## config.mk

```make
export PLATFORM = sky130hd
export DESIGN_NAME = addressable_led_pulse_encoder_top
export DESIGN_NICKNAME = d
export VERILOG_FILES = /design/src/hw/rtl/alpe_pkg.sv /design/src/hw/rtl/alpe_cfg.sv /design/src/hw/rtl/alpe_core.sv /design/src/hw/rtl/addressable_led_pulse_encoder_top.sv
export VERILOG_INCLUDE_DIRS = /design/src /design/src/hw/rtl
export SDC_FILE = /design/constraint.sdc
export NUM_CORES = 1
export LEC_CHECK = 0
export BUFFER_PORTS_ARGS = -buffer_cell sky130_fd_sc_hd__buf_2
export CORE_MARGIN = 2
export CORE_UTILIZATION = 36
export DETAILED_ROUTE_END_ITERATION = 6
export PLACE_DENSITY = 0.64
export RECOVER_POWER = 25
export SLEW_MARGIN = 5
export SYNTH_ARGS = -nofsm -noshare
export SYNTH_HDL_FRONTEND = slang
export SYNTH_SLANG_ARGS = --single-unit
```

## constraint.sdc

```tcl
create_clock -name clk -period 10.6 [get_ports clk]
set_input_delay 0.53 -clock clk [delete_from_list [all_inputs] [get_ports clk]]
set_output_delay 0.53 -clock clk [all_outputs]
set_load 0.02 [all_outputs]
```

## src/hw/rtl/addressable_led_pulse_encoder_top_defines.svh

```systemverilog
// Assertion helpers used by the encoder's top-level RTL file.
`ifndef ADDRESSABLE_LED_PULSE_ENCODER_TOP_DEFINES_SVH
`define ADDRESSABLE_LED_PULSE_ENCODER_TOP_DEFINES_SVH

// Same-cycle implication, checked on every rising edge outside reset.
`define ALPE_ASSERT_IMP(label, ante, cons, msg) \
  label: assert property (@(posedge clk) disable iff (rst) (ante) |-> (cons)) \
    else $error(msg);

// Next-cycle implication, checked on every rising edge outside reset.
`define ALPE_ASSERT_NEXT(label, ante, cons, msg) \
  label: assert property (@(posedge clk) disable iff (rst) (ante) |=> (cons)) \
    else $error(msg);

`endif

```

## src/hw/rtl/alpe_pkg.sv

```systemverilog
package alpe_pkg;

  // Register indexes on the configuration port.
  localparam logic [1:0] CFG_HIGH_TIME  = 2'd0;
  localparam logic [1:0] CFG_LOW_TIME   = 2'd1;
  localparam logic [1:0] CFG_RESET_TIME = 2'd2;

  // Reset values of the timing registers.
  localparam logic [15:0] HIGH_TIME_RST  = 16'd65;
  localparam logic [15:0] LOW_TIME_RST   = 16'd15;
  localparam logic [15:0] RESET_TIME_RST = 16'd2400;

  // Bits sent for one pixel.
  localparam logic [4:0] BITS_PER_PIXEL = 5'd24;

  typedef enum logic [2:0] {
    MODE_IDLE = 3'b001,
    MODE_SEND = 3'b010,
    MODE_GAP  = 3'b100
  } mode_t;

  typedef struct packed {
    logic [15:0] high_time;
    logic [15:0] low_time;
    logic [15:0] reset_time;
  } alpe_cfg_t;

  // One tick request: an optional pixel.
  typedef struct packed {
    logic       pixel_valid;
    logic [7:0] red;
    logic [7:0] green;
    logic [7:0] blue;
    logic       last_pixel;
  } alpe_tick_t;

  // One result per tick.
  typedef struct packed {
    logic line_level;
    logic pixel_ready;
    logic busy_res;
    logic underrun;
  } alpe_res_t;

endpackage

```

## src/hw/rtl/alpe_cfg.sv

```systemverilog
module alpe_cfg (
  input  logic                clk,
  input  logic                rst,
  input  logic                cfg_we,
  input  logic [1:0]          cfg_index,
  input  logic [15:0]         cfg_data,
  output alpe_pkg::alpe_cfg_t cfg
);
  import alpe_pkg::*;

  // Timing registers; writes to an unused index are dropped.
  always_ff @(posedge clk) begin
    if (rst) begin
      cfg.high_time  <= HIGH_TIME_RST;
      cfg.low_time   <= LOW_TIME_RST;
      cfg.reset_time <= RESET_TIME_RST;
    end else if (cfg_we) begin
      unique case (cfg_index)
        CFG_HIGH_TIME:  cfg.high_time  <= cfg_data;
        CFG_LOW_TIME:   cfg.low_time   <= cfg_data;
        CFG_RESET_TIME: cfg.reset_time <= cfg_data;
        default: ;
      endcase
    end
  end

endmodule

```

## src/hw/rtl/alpe_core.sv

```systemverilog
module alpe_core #(
  parameter int TIMER_WIDTH = 16
) (
  input  logic                 clk,
  input  logic                 rst,
  input  logic                 step,
  input  alpe_pkg::alpe_tick_t tick,
  input  alpe_pkg::alpe_cfg_t  cfg,
  output alpe_pkg::alpe_res_t  res
);
  import alpe_pkg::*;

  // Compare width: holds a duration up to 2^TIMER_WIDTH and any 16-bit register.
  localparam int CW = ((TIMER_WIDTH > 16) ? TIMER_WIDTH : 16) + 1;
  localparam logic [CW-1:0] MAX_LEN = {{(CW-1){1'b0}}, 1'b1} << TIMER_WIDTH;

  logic [23:0]            bit_shift, bit_shift_next;
  logic [4:0]             bit_index, bit_index_next;
  logic                   pulse_phase, pulse_phase_next;
  logic [TIMER_WIDTH-1:0] tick_count, tick_count_next;
  mode_t                  mode, mode_next;
  logic                   frame_ending, frame_ending_next;
  logic [24:0]            held_pixel;
  logic                   held_full, held_full_next;

  // State after the pixel intake and a possible start from idle.
  logic                   take;
  logic                   full_a;
  logic [24:0]            pix_a;
  logic                   load_a;
  logic [23:0]            shift_a;
  logic [4:0]             index_a;
  logic                   phase_a;
  logic [TIMER_WIDTH-1:0] count_a;
  mode_t                  mode_a;
  logic                   ending_a;
  logic                   full_b;

  logic [15:0]            len_sel;
  logic [CW-1:0]          len_ext;
  logic [CW-1:0]          lim;
  logic [CW-1:0]          count_inc;
  logic                   done;
  logic [4:0]             index_inc;
  logic                   under;

  // Pixel intake into the holding slot, then start sending if idle.
  always_comb begin
    take     = tick.pixel_valid && !held_full;
    full_a   = held_full || take;
    pix_a    = take ? {tick.last_pixel, tick.red, tick.green, tick.blue} : held_pixel;
    load_a   = (mode != MODE_SEND) && (mode != MODE_GAP) && full_a;
    shift_a  = load_a ? pix_a[23:0] : bit_shift;
    ending_a = load_a ? pix_a[24] : frame_ending;
    full_b   = load_a ? 1'b0 : full_a;
    index_a  = load_a ? 5'd0 : bit_index;
    phase_a  = load_a ? 1'b0 : pulse_phase;
    count_a  = load_a ? '0 : tick_count;
    if (load_a) begin
      mode_a = MODE_SEND;
    end else if ((mode == MODE_SEND) || (mode == MODE_GAP)) begin
      mode_a = mode;
    end else begin
      mode_a = MODE_IDLE;
    end
  end

  // Duration of the current part, with a zero length taken as one tick and
  // a length beyond the timer clamped to its full range.
  always_comb begin
    if (mode_a == MODE_SEND) begin
      len_sel = (shift_a[23] ^ phase_a) ? cfg.high_time : cfg.low_time;
    end else begin
      len_sel = cfg.reset_time;
    end
    len_ext = CW'(len_sel);
    if (len_sel == 16'd0) begin
      lim = CW'(1);
    end else if (len_ext > MAX_LEN) begin
      lim = MAX_LEN;
    end else begin
      lim = len_ext;
    end
    count_inc = CW'(count_a) + CW'(1);
    done      = (count_inc >= lim);
    index_inc = index_a + 5'd1;
  end

  // Timer advance and the bit, pixel and frame boundaries.
  always_comb begin
    bit_shift_next    = shift_a;
    bit_index_next    = index_a;
    pulse_phase_next  = phase_a;
    tick_count_next   = count_inc[TIMER_WIDTH-1:0];
    mode_next         = mode_a;
    frame_ending_next = ending_a;
    held_full_next    = full_b;
    under             = 1'b0;
    unique case (mode_a)
      MODE_SEND: begin
        if (done) begin
          tick_count_next = '0;
          if (!phase_a) begin
            pulse_phase_next = 1'b1;
          end else begin
            pulse_phase_next = 1'b0;
            bit_shift_next   = {shift_a[22:0], 1'b0};
            bit_index_next   = index_inc;
            if (index_inc >= BITS_PER_PIXEL) begin
              priority if (ending_a) begin
                mode_next      = MODE_GAP;
                bit_index_next = 5'd0;
              end else if (full_b) begin
                bit_shift_next    = pix_a[23:0];
                frame_ending_next = pix_a[24];
                held_full_next    = 1'b0;
                bit_index_next    = 5'd0;
              end else begin
                under          = 1'b1;
                mode_next      = MODE_GAP;
                bit_index_next = 5'd0;
              end
            end
          end
        end
      end
      MODE_GAP: begin
        if (done) begin
          tick_count_next   = '0;
          mode_next         = MODE_IDLE;
          frame_ending_next = 1'b0;
        end
      end
      default: begin
        tick_count_next = count_a;
      end
    endcase
  end

  // Result of this tick.
  always_comb begin
    res.line_level  = (mode_a == MODE_SEND) && !phase_a;
    res.pixel_ready = !held_full;
    res.busy_res    = (mode_a == MODE_SEND) || (mode_a == MODE_GAP);
    res.underrun    = under;
  end

  // Encoder state advances once per accepted tick.
  always_ff @(posedge clk) begin
    if (rst) begin
      bit_shift    <= '0;
      bit_index    <= '0;
      pulse_phase  <= 1'b0;
      tick_count   <= '0;
      mode         <= MODE_IDLE;
      frame_ending <= 1'b0;
      held_full    <= 1'b0;
    end else if (step) begin
      bit_shift    <= bit_shift_next;
      bit_index    <= bit_index_next;
      pulse_phase  <= pulse_phase_next;
      tick_count   <= tick_count_next;
      mode         <= mode_next;
      frame_ending <= frame_ending_next;
      held_full    <= held_full_next;
    end
  end

  // The holding slot is written only when it takes a pixel.
  always_ff @(posedge clk) begin
    if (step && take) begin
      held_pixel <= pix_a;
    end
  end

endmodule

```

## src/hw/rtl/addressable_led_pulse_encoder_top.sv

```systemverilog
// Pulse-width encoder for a one-wire chain of addressable RGB LEDs.
// Each request on the input channel (in_valid/in_ready) is one tick of the
// pulse timer; it may offer a pixel (pixel_valid with red, green, blue and
// last_pixel). Every request yields exactly one result on the output channel
// (out_valid/out_ready): the data line level for that tick, pixel_ready
// (the offered pixel was taken), busy_res and a one-tick underrun flag.
// Bits go out MSB first, red then green then blue; after the last pixel the
// line is held low for reset_time ticks.
// The user writes timing registers through cfg_we/cfg_index/cfg_data only while
// the block is idle (the block does not enforce this): 0 high_time, 1 low_time, 2 reset_time.
// A request accepted at a clock edge sits in the input register and is stepped
// through the encoder into the result register once that register is free or
// draining; its result is offered from then on.
// One request is taken every cycle as long as results are drained.
// When the receiver stalls, the result register keeps its result and the
// input register takes at most one more request, so in a steady stream
// in_ready drops in the same cycle as out_ready.
// Reset clears the encoder to idle with an empty pixel slot and loads the
// timing registers with 65, 15 and 2400.
`include "addressable_led_pulse_encoder_top_defines.svh"

module addressable_led_pulse_encoder_top #(
  parameter int TIMER_WIDTH = 16
) (
  input  logic        clk,
  input  logic        rst,
  input  logic        in_valid,
  output logic        in_ready,
  input  logic        pixel_valid,
  input  logic [7:0]  red,
  input  logic [7:0]  green,
  input  logic [7:0]  blue,
  input  logic        last_pixel,
  output logic        out_valid,
  input  logic        out_ready,
  output logic        line_level,
  output logic        pixel_ready,
  output logic        busy_res,
  output logic        underrun,
  input  logic        cfg_we,
  input  logic [1:0]  cfg_index,
  input  logic [15:0] cfg_data
);
  import alpe_pkg::*;

  alpe_cfg_t  cfg;
  alpe_tick_t in_tick;
  alpe_tick_t s_tick;
  logic       s_valid;
  alpe_res_t  core_res;
  alpe_res_t  o_res;
  logic       o_valid;
  logic       advance;

  alpe_cfg u_cfg (
    .clk       (clk),
    .rst       (rst),
    .cfg_we    (cfg_we),
    .cfg_index (cfg_index),
    .cfg_data  (cfg_data),
    .cfg       (cfg)
  );

  // The held request moves on when the result register is free or draining.
  assign advance  = s_valid && (!o_valid || out_ready);
  assign in_ready = !s_valid || advance;

  assign in_tick = '{pixel_valid: pixel_valid, red: red, green: green, blue: blue,
                     last_pixel: last_pixel};

  // Input register.
  always_ff @(posedge clk) begin
    if (rst) begin
      s_valid <= 1'b0;
    end else if (in_ready) begin
      s_valid <= in_valid;
    end
  end

  always_ff @(posedge clk) begin
    if (in_valid && in_ready) begin
      s_tick <= in_tick;
    end
  end

  alpe_core #(
    .TIMER_WIDTH (TIMER_WIDTH)
  ) u_core (
    .clk  (clk),
    .rst  (rst),
    .step (advance),
    .tick (s_tick),
    .cfg  (cfg),
    .res  (core_res)
  );

  // Result register.
  always_ff @(posedge clk) begin
    if (rst) begin
      o_valid <= 1'b0;
    end else if (advance) begin
      o_valid <= 1'b1;
    end else if (out_ready) begin
      o_valid <= 1'b0;
    end
  end

  always_ff @(posedge clk) begin
    if (advance) begin
      o_res <= core_res;
    end
  end

  assign out_valid   = o_valid;
  assign line_level  = o_res.line_level;
  assign pixel_ready = o_res.pixel_ready;
  assign busy_res    = o_res.busy_res;
  assign underrun    = o_res.underrun;

  // The line is only driven high while a frame is being sent.
  `ALPE_ASSERT_IMP(a_line_needs_busy, out_valid && line_level, busy_res, "line high when idle")
  // An underrun ends a pixel with the line low and starts the latch gap.
  `ALPE_ASSERT_IMP(a_underrun_low, out_valid && underrun, busy_res && !line_level, "underrun high")
  // A held request always reaches an empty result register in the next cycle.
  `ALPE_ASSERT_NEXT(a_stage_drains, s_valid && !o_valid, o_valid, "held request not advanced")

endmodule
```

==> impl_metrics.py <==
metrics = {
    "yosys": {
        "synth_fp_nets": 977,
        "synth_top_area_frac": 0.252,
        "synthCells": 908,
        "synth_area_leaders": "dfxtp_1 (25%), edfxtp_1 (21%), nand2_1 (8.0%)",
        "synth-edff-count": 55,
        "ys_seq_area_frac": 0.458,
        "async_reset_ff_frac": 0,
        "syn_area_sq_um": 8030,
        "synth.distinct_cells": 75,
        "yosysMostFrequentCell": "nand2_1",
        "synth_top_area_cell": "dfxtp_1",
        "avgSynthCellArea_sq_um": 8.84,
        "synth_common_cells": "nand2_1 (172), dfxtp_1 (101), a21oi_1 (88), nand3_1 (62), edfxtp_1 (55)",
        "ys_warn_count": 0,
        "synthFlopType": "dfxtp_1",
        "synth_seq_cells": 156,
    },
    "route": {
        "ant_nets": 0,
        "vias": 6558,
        "routed_wirelength_mm": 18.8,
        "wl_per_cell_microns": 15.5,
        "drt_first_pass_iters": 5,
        "viasPerCell": 5.38,
        "drc_errors": 0,
        "drt-initial-drc-count": 432,
    },
    "power": {
        "power.switching_w": 0.000361,
        "swShare": 0.260,
        "leakagePower_nw": 3.37,
        "clock_power_share": 0.441,
        "combPwrFrac": 0.090,
        "worst_ir_drop_vdd_mv": 0.114,
        "intPower_w": 0.00103,
        "seqPwrFrac": 0.469,
        "power_density_nw_per_um2": 154,
    },
    "worst_setup_path": {
        "rrSetupSlack_ns": 4.97,
        "rr_worst_depth": 15,
        "startpoint_type": "flip-flop",
        "cpMaxStageDelayCell": "a22o_1",
        "path_class": "reg -> reg",
        "r2r-start": "u_core.mode[0]",
        "r2r-end": "u_core.pulse_phase",
        "cp-startpoint": "u_core.mode[0]",
        "required_ns": 10.76,
        "cp_max_fo": 29,
        "path_cells": "nand2b_1 > a22o_1 > o21ai_0 > or4b_1 > o31ai_2 > ha_1 > nand2b_1 > a21oi_1 > o21ai_0 > a221o_1 > nor3_4 > inv_2 > ha_1 > nand3_1 > a21oi_1",
        "arrival_ns": 5.79,
        "critPathMaxStageDelay_ns": 0.83,
        "crit_end": "u_core.pulse_phase",
        "cp-end-kind": "flip-flop",
    },
    "global_routing": {
        "track_usage": 0.163,
        "met3_usage": 0.0332,
        "gr-usage-met2": 0.253,
        "grt_max_degree": 70,
        "grt_busiest_layer": "met2",
        "grt_pass1_vias": 6246,
        "met1_usage": 0.226,
        "grt_pass1_wl_mm": 31.4,
        "antenna_found_initial": 0,
        "gr-total-overflow": 0,
    },
    "floorplan": {
        "die_area_sq_um": 23500,
        "die_h_microns": 153,
        "start_util": 0.367,
        "io_pins": 55,
        "core_area_sq_um": 21900,
        "num_rows": 54,
        "die_x_microns": 153,
    },
    "run": {
        "max_cap_violations": 1,
    },
    "cts": {
        "post_cts_resized": 0,
        "ctsLongestPathBuffers": 2,
        "path_clk_slew_ns": 0.07,
        "cts_buffers": 17,
        "clk_latency_ns": 0.43,
        "cts-root-buf": "clkbuf_16",
        "hold_buffers": 0,
        "htree_levels": 4,
        "clkSinkCount": 156,
        "post_cts_buffers": 0,
        "cts_tree": "yes",
    },
    "sta": {
        "fin_skew_ns": 0.0175,
        "rsz0062_at_grt": "no",
        "slew_headroom": -1.19,
        "fin_ws_ns": 4.97,
        "worst_pin_slew_ns": 3.29,
        "tns_ns": 0,
        "final_max_slew_viol_count": 70,
        "fin_crit_sh": 0.531,
        "max_freq_ghz": 0.178,
        "setup_viol": 0,
        "finalCriticalPeriod_ns": 5.63,
        "hold_viol_final": 0,
    },
    "placed_design": {
        "gp_congestion": 0.808,
        "place_ws_ns": 5.09,
        "hpwl_mm": 11.8,
        "io_buffer_count": 54,
        "dpl-instance-area_sq_um": 8450,
    },
    "finish": {
        "final_nets": 995,
        "drive_gt1_frac": 0.135,
        "stdcell_area_sq_um": 9030,
        "diodes": 0,
        "area_delta_synth_final_pct": 12.5,
    },
    "status": {
        "status": "complete, but fails checks",
        "violations": "max-capacitance violations, max-slew violations",
    },
    "min_path": {
        "hp-class": "in -> reg",
    },
}
==> how the worst min path moves through the flow <==
stage / startpoint / end / depth (start not counted)
floorplan: u_cfg.cfg[9] / u_cfg.cfg[9] / 2
global placement: u_cfg.cfg[29] / u_cfg.cfg[29] / 2
detailed placement: u_cfg.cfg[41] / u_cfg.cfg[41] / 2
CTS: red[3] / s_tick[20] / 1
global route: blue[0] / s_tick[1] / 1
finish: red[3] / s_tick[20] / 1
==> cells by family after synthesis <==
kind of cell | share of synthesized area
buf+inv | 0.0528
fa+ha+maj | 0.0312
flops | 0.458
mux | 0.0508
simple gates | 0.232
xor+xnor | 0.0231
compound gates | 0.152
==> area by class of cell <==
type	count	area, sq um
fill	2214	12900
multi-input combinational	655	3960
sequential	156	3670
clock buffer	20	458
tap	280	350
timing repair buffer	65	349
clock inverter	12	125
inverter	31	116
==> sequential cells by signal (all words and copies together) (netlist names) <==
register and count:
u_core.mode 3, busy_res 1, u_core.held_pixel 25, out_valid 1
u_core.frame_ending 1, u_core.bit_shift 24, s_valid 1, line_level 1
s_tick 26, u_core.held_full 1, u_core.tick_count 16, u_core.bit_index 5
u_cfg.cfg 48, pixel_ready 1, underrun 1, u_core.pulse_phase 1
==> layout by cell type (no fill, tap or decap), drive strengths merged, types with 8 or more instances in the layout <==
master / netlist / routed
a21oi: 88 / 88
and2: 11 / 11
buf: 25 / 64
clkbuf: 41 / 21
dfxtp: 101 / 101
edfxtp: 55 / 55
ha: 20 / 20
inv: 31 / 40
mux2i: 34 / 34
nand2: 172 / 172
nand3: 62 / 62
nand4: 33 / 33
nor2: 56 / 56
nor3: 8 / 8
o21a: 9 / 9
o21ai: 34 / 34
o311ai: 22 / 22
xnor2: 11 / 11
xor2: 8 / 8
==> routing by layer <==
layer | wire length (microns) | up-vias
met5 | 0 | -
met4 | 329 | 0
met3 | 923 | 25
met2 | 8490 | 168
met1 | 9100 | 3095
li1 | - | 3270
==> power groups by stage <==
stage | combinational (W) | clock, W | sequential, W
2_1_floorplan | 0.0000910 | 0 | 0.000663
3_3_place_gp | 0.000125 | 0 | 0.000666
3_5_place_dp | 0.000126 | 0 | 0.000667
4_1_cts | 0.000127 | 0.000627 | 0.000653
5_1_grt | 0.000142 | 0.000652 | 0.000656
6_report | 0.000126 | 0.000614 | 0.000653
==> critical path, delay by kind of cell (launching register included) <==
kind | cells | cell delay, ns
flip-flops | 1 | 0.66
adder cells (fa/ha/maj) | 2 | 0.65
buffers and inverters | 1 | 0.42
AO/OA/AOI/OAI | 7 | 2.09
AND/OR/NAND/NOR | 5 | 1.54
==> metrics by stage <==
step,utilization,total power [W],cells,hold slack [ns]
6_report,0.412,0.00139,1219,0.273
5_1_grt,0.412,0.00145,1219,0.256
4_1_cts,0.413,0.00141,1219,0.256
3_5_place_dp,0.386,0.000792,1187,0.444
3_3_place_gp,0.386,0.000791,1187,0.441
2_1_floorplan,-,0.000754,908,0.432
No activity file was read; power rests on OpenSTA's default activity.
